<file path="src/rtl/tpat_pkg.sv">
// Shared types and constants for the tone-pair autotune policy block.
// Depends on nothing; used by tone_pair_autotune_policy.
`default_nettype none

package tpat_pkg;

    localparam int unsigned TIMER_W   = 32;
    localparam int unsigned MS_W      = 16;
    localparam int unsigned MARK_W    = 16;
    localparam int unsigned MARGIN_W  = 11;
    localparam int unsigned BAL_W     = 10;
    localparam int unsigned FLIP_W    = 2;
    localparam int unsigned S_DATA_W  = 72;
    localparam int unsigned M_DATA_W  = 32;
    localparam int unsigned CFG_IDX_W = 3;
    localparam int unsigned CFG_DAT_W = 16;

    localparam logic [FLIP_W-1:0] MAX_FLIPS = 2'd2;

    typedef enum logic [1:0] {
        ACT_NONE   = 2'd0,
        ACT_RETUNE = 2'd1,
        ACT_FLIP   = 2'd2
    } action_t;

    typedef enum logic [0:0] {
        FUNC_UPDATE = 1'b0,
        FUNC_CLEAR  = 1'b1
    } func_t;

    localparam logic [CFG_IDX_W-1:0] CFG_ENABLE      = 3'd0;
    localparam logic [CFG_IDX_W-1:0] CFG_HOLD_LOCK   = 3'd1;
    localparam logic [CFG_IDX_W-1:0] CFG_IDLE_SEARCH = 3'd2;
    localparam logic [CFG_IDX_W-1:0] CFG_MIN_MARGIN  = 3'd3;
    localparam logic [CFG_IDX_W-1:0] CFG_MAX_BAL     = 3'd4;
    localparam logic [CFG_IDX_W-1:0] CFG_MIN_MOVE    = 3'd5;
    localparam logic [CFG_IDX_W-1:0] CFG_SETTLE      = 3'd6;

    localparam logic [MS_W-1:0]            RST_HOLD_LOCK   = 16'd2000;
    localparam logic [MS_W-1:0]            RST_IDLE_SEARCH = 16'd3000;
    localparam logic signed [MARGIN_W-1:0] RST_MIN_MARGIN  = 11'sd60;
    localparam logic [BAL_W-1:0]           RST_MAX_BAL     = 10'd100;
    localparam logic [MARK_W-1:0]          RST_MIN_MOVE    = 16'd100;
    localparam logic [MS_W-1:0]            RST_SETTLE      = 16'd3000;

    typedef struct packed {
        func_t                       func;
        logic [MS_W-1:0]             elapsed_ms;
        logic                        lock_flag;
        logic [MARK_W-1:0]           current_mark;
        logic                        current_reverse;
        logic                        pair_found;
        logic [MARK_W-1:0]           pair_mark;
        logic signed [MARGIN_W-1:0]  pair_margin;
        logic [BAL_W-1:0]            pair_balance;
    } item_t;

    function automatic logic [TIMER_W-1:0] sat_add(input logic [TIMER_W-1:0] a,
                                                   input logic [MS_W-1:0] b);
        logic [TIMER_W:0] sum;
        sum = {1'b0, a} + {{(TIMER_W + 1 - MS_W){1'b0}}, b};
        return sum[TIMER_W] ? {TIMER_W{1'b1}} : sum[TIMER_W-1:0];
    endfunction

endpackage

`default_nettype wire

</file>
<file path="src/rtl/tone_pair_autotune_policy.sv">
// Top level of the tone-pair autotune policy: input register, decision logic,
// result register and the policy state. Depends on tpat_pkg.
`default_nettype none

// Each update word passes through an input register and a result register. A
// word waits in the input register until the result register is free to take
// its result. One word is taken every cycle while the result side keeps up. The
// policy timers and counters are updated in the same cycle that the result
// register is loaded, which lets the next word use them at once. A clear word
// (tuser high) resets the timers and counters and passes the current settings
// through. Configuration writes are always accepted and should be made while no
// word is in flight.
module tone_pair_autotune_policy (
    input  wire                                aclk,
    input  wire                                aresetn,
    input  wire                                s_tvalid,
    output logic                               s_tready,
    // elapsed_ms, lock_flag, current_mark, current_reverse, pair_found,
    // pair_mark, pair_margin, pair_balance
    input  wire  [tpat_pkg::S_DATA_W-1:0]      s_tdata,
    // func
    input  wire                                s_tuser,
    output logic                               m_tvalid,
    input  wire                                m_tready,
    // changed, action, new_mark, new_reverse, action_margin, one zero pad bit
    output logic [tpat_pkg::M_DATA_W-1:0]      m_tdata,
    input  wire                                cfg_valid,
    output logic                               cfg_ready,
    input  wire  [tpat_pkg::CFG_IDX_W-1:0]     cfg_index,
    input  wire  [tpat_pkg::CFG_DAT_W-1:0]     cfg_data
);

    logic                                   enable_reg;
    logic [tpat_pkg::MS_W-1:0]              hold_lock_reg;
    logic [tpat_pkg::MS_W-1:0]              idle_search_reg;
    logic signed [tpat_pkg::MARGIN_W-1:0]   min_margin_reg;
    logic [tpat_pkg::BAL_W-1:0]             max_bal_reg;
    logic [tpat_pkg::MARK_W-1:0]            min_move_reg;
    logic [tpat_pkg::MS_W-1:0]              settle_reg;

    logic                                   in_valid_reg;
    tpat_pkg::item_t                        in_item_reg;
    logic                                   out_valid_reg;
    logic [tpat_pkg::M_DATA_W-1:0]          out_data_reg;

    logic [tpat_pkg::TIMER_W-1:0]           idle_time_reg, idle_time_next;
    logic [tpat_pkg::TIMER_W-1:0]           since_action_reg, since_action_next;
    logic [tpat_pkg::TIMER_W-1:0]           since_lock_reg, since_lock_next;
    logic [tpat_pkg::FLIP_W-1:0]            flip_count_reg, flip_count_next;
    logic                                   was_locked_reg, was_locked_next;

    logic                                   advance;
    logic                                   process;
    tpat_pkg::action_t                      action;
    logic [tpat_pkg::MARK_W-1:0]            new_mark;
    logic                                   new_reverse;
    logic signed [tpat_pkg::MARGIN_W-1:0]   action_margin;
    logic [tpat_pkg::MARK_W-1:0]            delta;
    logic [tpat_pkg::TIMER_W-1:0]           idle_base;
    logic                                   pair_ok;

    assign advance   = !out_valid_reg || m_tready;
    assign process   = in_valid_reg && advance;
    assign s_tready  = !in_valid_reg || advance;
    assign cfg_ready = 1'b1;
    assign m_tvalid  = out_valid_reg;
    assign m_tdata   = out_data_reg;

    always_ff @(posedge aclk) begin
        if (!aresetn) begin
            enable_reg      <= 1'b1;
            hold_lock_reg   <= tpat_pkg::RST_HOLD_LOCK;
            idle_search_reg <= tpat_pkg::RST_IDLE_SEARCH;
            min_margin_reg  <= tpat_pkg::RST_MIN_MARGIN;
            max_bal_reg     <= tpat_pkg::RST_MAX_BAL;
            min_move_reg    <= tpat_pkg::RST_MIN_MOVE;
            settle_reg      <= tpat_pkg::RST_SETTLE;
        end else if (cfg_valid) begin
            case (cfg_index)
                tpat_pkg::CFG_ENABLE:      enable_reg      <= cfg_data[0];
                tpat_pkg::CFG_HOLD_LOCK:   hold_lock_reg   <= cfg_data;
                tpat_pkg::CFG_IDLE_SEARCH: idle_search_reg <= cfg_data;
                tpat_pkg::CFG_MIN_MARGIN:  min_margin_reg  <= cfg_data[tpat_pkg::MARGIN_W-1:0];
                tpat_pkg::CFG_MAX_BAL:     max_bal_reg     <= cfg_data[tpat_pkg::BAL_W-1:0];
                tpat_pkg::CFG_MIN_MOVE:    min_move_reg    <= cfg_data;
                tpat_pkg::CFG_SETTLE:      settle_reg      <= cfg_data;
                default: ;
            endcase
        end
    end

    always_ff @(posedge aclk) begin
        if (!aresetn) begin
            in_valid_reg <= 1'b0;
        end else if (s_tready) begin
            in_valid_reg <= s_tvalid;
        end
    end

    always_ff @(posedge aclk) begin
        if (s_tvalid && s_tready) begin
            in_item_reg.func            <= tpat_pkg::func_t'(s_tuser);
            in_item_reg.elapsed_ms      <= s_tdata[15:0];
            in_item_reg.lock_flag       <= s_tdata[16];
            in_item_reg.current_mark    <= s_tdata[32:17];
            in_item_reg.current_reverse <= s_tdata[33];
            in_item_reg.pair_found      <= s_tdata[34];
            in_item_reg.pair_mark       <= s_tdata[50:35];
            in_item_reg.pair_margin     <= s_tdata[61:51];
            in_item_reg.pair_balance    <= s_tdata[71:62];
        end
    end

    always_comb begin
        delta = (in_item_reg.pair_mark >= in_item_reg.current_mark) ?
                in_item_reg.pair_mark - in_item_reg.current_mark :
                in_item_reg.current_mark - in_item_reg.pair_mark;
        pair_ok = in_item_reg.pair_found &&
                  (in_item_reg.pair_margin >= min_margin_reg) &&
                  (in_item_reg.pair_balance <= max_bal_reg);
        idle_base = was_locked_reg ? '0 : idle_time_reg;

        action        = tpat_pkg::ACT_NONE;
        new_mark      = in_item_reg.current_mark;
        new_reverse   = in_item_reg.current_reverse;
        action_margin = '0;

        idle_time_next    = idle_time_reg;
        since_action_next = since_action_reg;
        since_lock_next   = since_lock_reg;
        flip_count_next   = flip_count_reg;
        was_locked_next   = was_locked_reg;

        if (in_item_reg.func == tpat_pkg::FUNC_CLEAR) begin
            idle_time_next    = '0;
            since_action_next = '0;
            since_lock_next   = '1;
            flip_count_next   = '0;
            was_locked_next   = 1'b0;
        end else if (enable_reg) begin
            since_action_next = tpat_pkg::sat_add(since_action_reg, in_item_reg.elapsed_ms);
            if (in_item_reg.lock_flag) begin
                idle_time_next  = '0;
                flip_count_next = '0;
                was_locked_next = 1'b1;
                since_lock_next = '0;
            end else begin
                since_lock_next = tpat_pkg::sat_add(since_lock_reg, in_item_reg.elapsed_ms);
                if (since_lock_next >= {16'd0, hold_lock_reg}) begin
                    was_locked_next = 1'b0;
                    idle_time_next  = tpat_pkg::sat_add(idle_base, in_item_reg.elapsed_ms);
                    if (idle_time_next >= {16'd0, idle_search_reg} && pair_ok) begin
                        if (delta >= min_move_reg) begin
                            action            = tpat_pkg::ACT_RETUNE;
                            new_mark          = in_item_reg.pair_mark;
                            action_margin     = in_item_reg.pair_margin;
                            idle_time_next    = '0;
                            since_action_next = '0;
                            flip_count_next   = '0;
                        end else if (since_action_next >= {16'd0, settle_reg} &&
                                     flip_count_reg < tpat_pkg::MAX_FLIPS) begin
                            action            = tpat_pkg::ACT_FLIP;
                            new_reverse       = !in_item_reg.current_reverse;
                            action_margin     = in_item_reg.pair_margin;
                            flip_count_next   = flip_count_reg + 2'd1;
                            since_action_next = '0;
                            idle_time_next    = '0;
                        end
                    end
                end
            end
        end
    end

    always_ff @(posedge aclk) begin
        if (!aresetn) begin
            idle_time_reg    <= '0;
            since_action_reg <= '0;
            since_lock_reg   <= '1;
            flip_count_reg   <= '0;
            was_locked_reg   <= 1'b0;
        end else if (process) begin
            idle_time_reg    <= idle_time_next;
            since_action_reg <= since_action_next;
            since_lock_reg   <= since_lock_next;
            flip_count_reg   <= flip_count_next;
            was_locked_reg   <= was_locked_next;
        end
    end

    always_ff @(posedge aclk) begin
        if (!aresetn) begin
            out_valid_reg <= 1'b0;
        end else if (advance) begin
            out_valid_reg <= in_valid_reg;
        end
    end

    always_ff @(posedge aclk) begin
        if (process) begin
            out_data_reg <= {1'b0, action_margin, new_reverse, new_mark, action,
                             (action != tpat_pkg::ACT_NONE)};
        end
    end

    a_changed_matches_action: assert property (@(posedge aclk) disable iff (!aresetn)
        m_tvalid |-> (m_tdata[0] == (m_tdata[2:1] != tpat_pkg::ACT_NONE)))
        else $error("changed flag disagrees with action");

    a_no_action_no_margin: assert property (@(posedge aclk) disable iff (!aresetn)
        (m_tvalid && m_tdata[2:1] == tpat_pkg::ACT_NONE) |-> (m_tdata[30:20] == '0))
        else $error("margin reported without an action");

    a_flip_limit: assert property (@(posedge aclk) disable iff (!aresetn)
        flip_count_reg <= tpat_pkg::MAX_FLIPS)
        else $error("flip count passed its limit");

    a_lock_clears_timer: assert property (@(posedge aclk) disable iff (!aresetn)
        (process && in_item_reg.func == tpat_pkg::FUNC_UPDATE && enable_reg &&
         in_item_reg.lock_flag) |=> (since_lock_reg == '0 && flip_count_reg == '0))
        else $error("lock did not restart the lock timer");

endmodule

`default_nettype wire
</file>
<file path="config.mk">
export PLATFORM = sky130hd
export DESIGN_NAME = tone_pair_autotune_policy
export DESIGN_NICKNAME = d
export VERILOG_FILES = /design/src/rtl/tpat_pkg.sv /design/src/rtl/tone_pair_autotune_policy.sv
export SDC_FILE = /design/constraint.sdc
export NUM_CORES = 1
export LEC_CHECK = 0
export BUFFER_PORTS_ARGS = -buffer_cell sky130_fd_sc_hd__buf_4
export CAP_MARGIN = 20
export CELL_PAD_IN_SITES_DETAIL_PLACEMENT = 0
export CELL_PAD_IN_SITES_GLOBAL_PLACEMENT = 1
export CORE_ASPECT_RATIO = 1.5
export CORE_MARGIN = 2
export CORE_UTILIZATION = 45
export DETAILED_ROUTE_END_ITERATION = 10
export MAX_ROUTING_LAYER = met4
export PLACE_DENSITY_LB_ADDON = 0.1
export SETUP_SLACK_MARGIN = 0.3
export SLEW_MARGIN = 25
export SYNTH_ARGS = -nofsm -noshare
export SYNTH_HDL_FRONTEND = slang
export SYNTH_SLANG_ARGS = --single-unit
export TNS_END_PERCENT = 5
</file>
<file path="constraint.sdc">
create_clock -name aclk -period 12.37 [get_ports aclk]
set_input_delay 1.237 -clock aclk [delete_from_list [all_inputs] [get_ports aclk]]
set_output_delay 1.237 -clock aclk [all_outputs]
set_load 0.02 [all_outputs]
</file>
==> impl_metrics.json <==
{
  "powerDensity_mw_per_mm2": 126.5,
  "cp-end-kind": "flip-flop",
  "tightest_slew_ns": 0.9730,
  "dp.cells": 2725,
  "wl_per_cell_um": 20.86,
  "synth_top_area_cell": "dfxtp_1",
  "cp.required_ns": 12.64,
  "post-place-ws_ns": 5.797,
  "drive_above_1_share": 0.1134,
  "yosysWarnings": 0,
  "cp.arrival_ns": 6.80,
  "post_cts_resized": 0,
  "final_nets": 2517,
  "cts.sink_count": 291,
  "ant_nets": 0,
  "antenna_cells": 0,
  "drc": 0,
  "crit_slowest_cell": "nor3b_4",
  "clk_pin_slew_worst_paths_ns": 0.06,
  "drtIter0Drc": 1084,
  "yosysMostFrequentCell": "nand2_1",
  "hold_depth": 2,
  "seq_area_frac_synth": 0.3711,
  "vias": 16320,
  "slew_headroom": 0.3345,
  "wl_met2_um": 30820,
  "critPathMaxStageDelay_ns": 0.56,
  "path_depth": 21,
  "fill_cells": 3927,
  "die_x_um": 169.6,
  "grt_pass1_vias": 16400,
  "slew_viol_final": 0,
  "synth_edf_count": 104,
  "insertion_delay_ns": 0.53,
  "setup_tns_ns": 0,
  "period_share": 0.5274,
  "cts_tree": "built",
  "core_region_area_mm2": 0.04088,
  "post-cts-setup-buffers": 0,
  "fin_cells": 2787,
  "antenna_found_initial": 0,
  "timing.fmax_mhz": 153.3,
  "setup_slack_ns": 5.846,
  "leakagePower_uw": 0.008670,
  "finalWirelength_um": 58150,
  "hp-class": "flip-flop to flip-flop",
  "min_period_ns": 6.524,
  "clock_skew_ns": 0.01946,
  "crit_fanout": 17,
  "top_layer": "met4",
  "syn_area_per_cell_um2": 8.571,
  "ir_worst_vdd_mv": 0.07502,
  "cts_root_buffer": "clkbuf_16",
  "syn_inst": 2159,
  "dieArea_mm2": 0.04279,
  "status": "complete, no violations",
  "portBuffers": 129,
  "num_io_pins": 132,
  "synth_area_mm2": 0.01850,
  "startpoint_type": "flip-flop",
  "drt_first_pass_iters": 5,
  "met3WireLength_um": 2231,
  "cp_cell_sequence": "ha_1 -> fa_1 -> a211oi_1 -> o21ai_1 -> a21oi_2 -> a21o_1 -> nor2_1 -> or3b_2 -> ha_1 -> nand4_1 -> nor3_1 -> o21ai_0 -> o211ai_1 -> nor4_1 -> and4_1 -> and3_1 -> a211o_4 -> nor3b_4 -> nand2b_1 -> buf_4 -> mux2_1",
  "synth-main-ff-cell": "dfxtp_1",
  "hpwl_um": 43700,
  "p_total_uw": 2660,
  "viasPerCell": 5.857,
  "initial_utilization": 0.4527,
  "area_delta_synth_final_pct": 13.66,
  "cts_buffers": 34,
  "grt_overflow": 0,
  "cpLargestDelayFamily": "simple AND/OR/NAND/NOR gates",
  "dieHeight_um": 252.4,
  "yosys-top-cells-area": "dfxtp_1 20%, edfxtp_1 17%, ha_1 11%, nand2_1 6.7%, a21oi_1 5.5%",
  "setup_violations": 0,
  "grt_max_degree": 53,
  "async_flop_share": 0,
  "ys_seq_elements": 291,
  "reg2reg_depth": 21,
  "synth_common_cells": "329 x nand2_1, 204 x a21oi_1, 187 x dfxtp_1",
  "largest_register_ffs": 73,
  "criticalPathCategory": "flip-flop to flip-flop",
  "crit_buf_inv": 1,
  "synth_cell_types": 99,
  "gp_congestion": 0.9073,
  "synth_nets": 2425,
  "synth_top_area_frac": 0.2023,
  "row_count": 91,
  "max-cap-violations": 0,
  "cts_max_level": 2,
  "cp_common_cell": "ha_1",
  "hold_violations": 0,
  "clockBufferDepth": 3,
  "grt_pass1_wl_um": 89500,
  "postCtsHoldBufs": 0,
  "wl_met1_um": 22860,
  "rsz0062_at_grt": "false",
  "grt_usage": 0.2760
}
## area by class of cell
| class | instances | area, µm² | area share |
|---|---|---|---|
| Multi-Input combinational cell | 1618 | 10650 | 0.5065 |
| Timing Repair Buffer | 152 | 1161 | 0.05521 |
| Sequential cell | 291 | 6867 | 0.3265 |
| Inverter | 154 | 579.3 | 0.02754 |
| Clock inverter | 14 | 120.1 | 0.005711 |
| Tap cell | 511 | 639.4 | 0.03040 |
| Clock buffer | 47 | 1013 | 0.04819 |
## report_power, final
group	total, µW	internal (µW)	switching (µW)	leakage, µW
Sequential	1070	1030	33.3	0.00252
Clock	1030	614	414	0.000558
Combinational	566	223	343	0.00559
## routing by layer
metal,up-vias,global-route usage
met3,116,0.02709
li1,7944,-
met4,0,0.1050
met1,7824,0.3029
met5,-,-
met2,440,0.5114
## logic make-up after synthesis
logic type,synth area share
muxes,0.01941
and+or+nand+nor,0.1864
adders and majority gates,0.1163
xor gates and xnor gates,0.03313
DFF,0.3711
other,0.0004059
buffers and inverters,0.05450
AOI/OAI and AO/OA,0.2188
## cells in the final DEF (no fill, tap or decap), drive strengths merged, types with 26 or more instances in the layout
cell type,n
nand2,331
a21oi,206
dfxtp,187
ha,164
inv,153
buf,152
o21ai,147
edfxtp,104
nor2,94
nand3,63
o211ai,50
clkbuf,47
xnor2,44
a21o,42
nor2b,36
and3,35
nand4,30
nor3,29
mux2i,28
a211oi,28
xor2,26
## tightest hold or removal path: stages (launching register included)
cell	delay, ns
dfxtp_1	0.30
nand2_1	0.05
a21oi_1	0.05
## final timing paths
check	startpoint	to	slack [ns]
setup / recovery	in_item_reg[56]	m_tdata[18]	5.85
hold / removal	idle_time_reg[2]	idle_time_reg[2]	0.45
setup reg to reg	in_item_reg[56]	m_tdata[18]	5.85
hold reg to reg	idle_time_reg[2]	idle_time_reg[2]	0.45
## metrics by stage
stage | instance area, µm² | util | hold WS, ns
finish | 21030 | 0.5145 | 0.4509
global route | 21030 | 0.5145 | 0.4599
CTS | 21020 | 0.5142 | 0.4525
detailed placement | 19880 | 0.4864 | 0.4412
global placement | 19850 | 0.4857 | 0.4366
floorplan | 18500 | - | 0.4273
No activity file was read; power rests on OpenSTA's default activity.
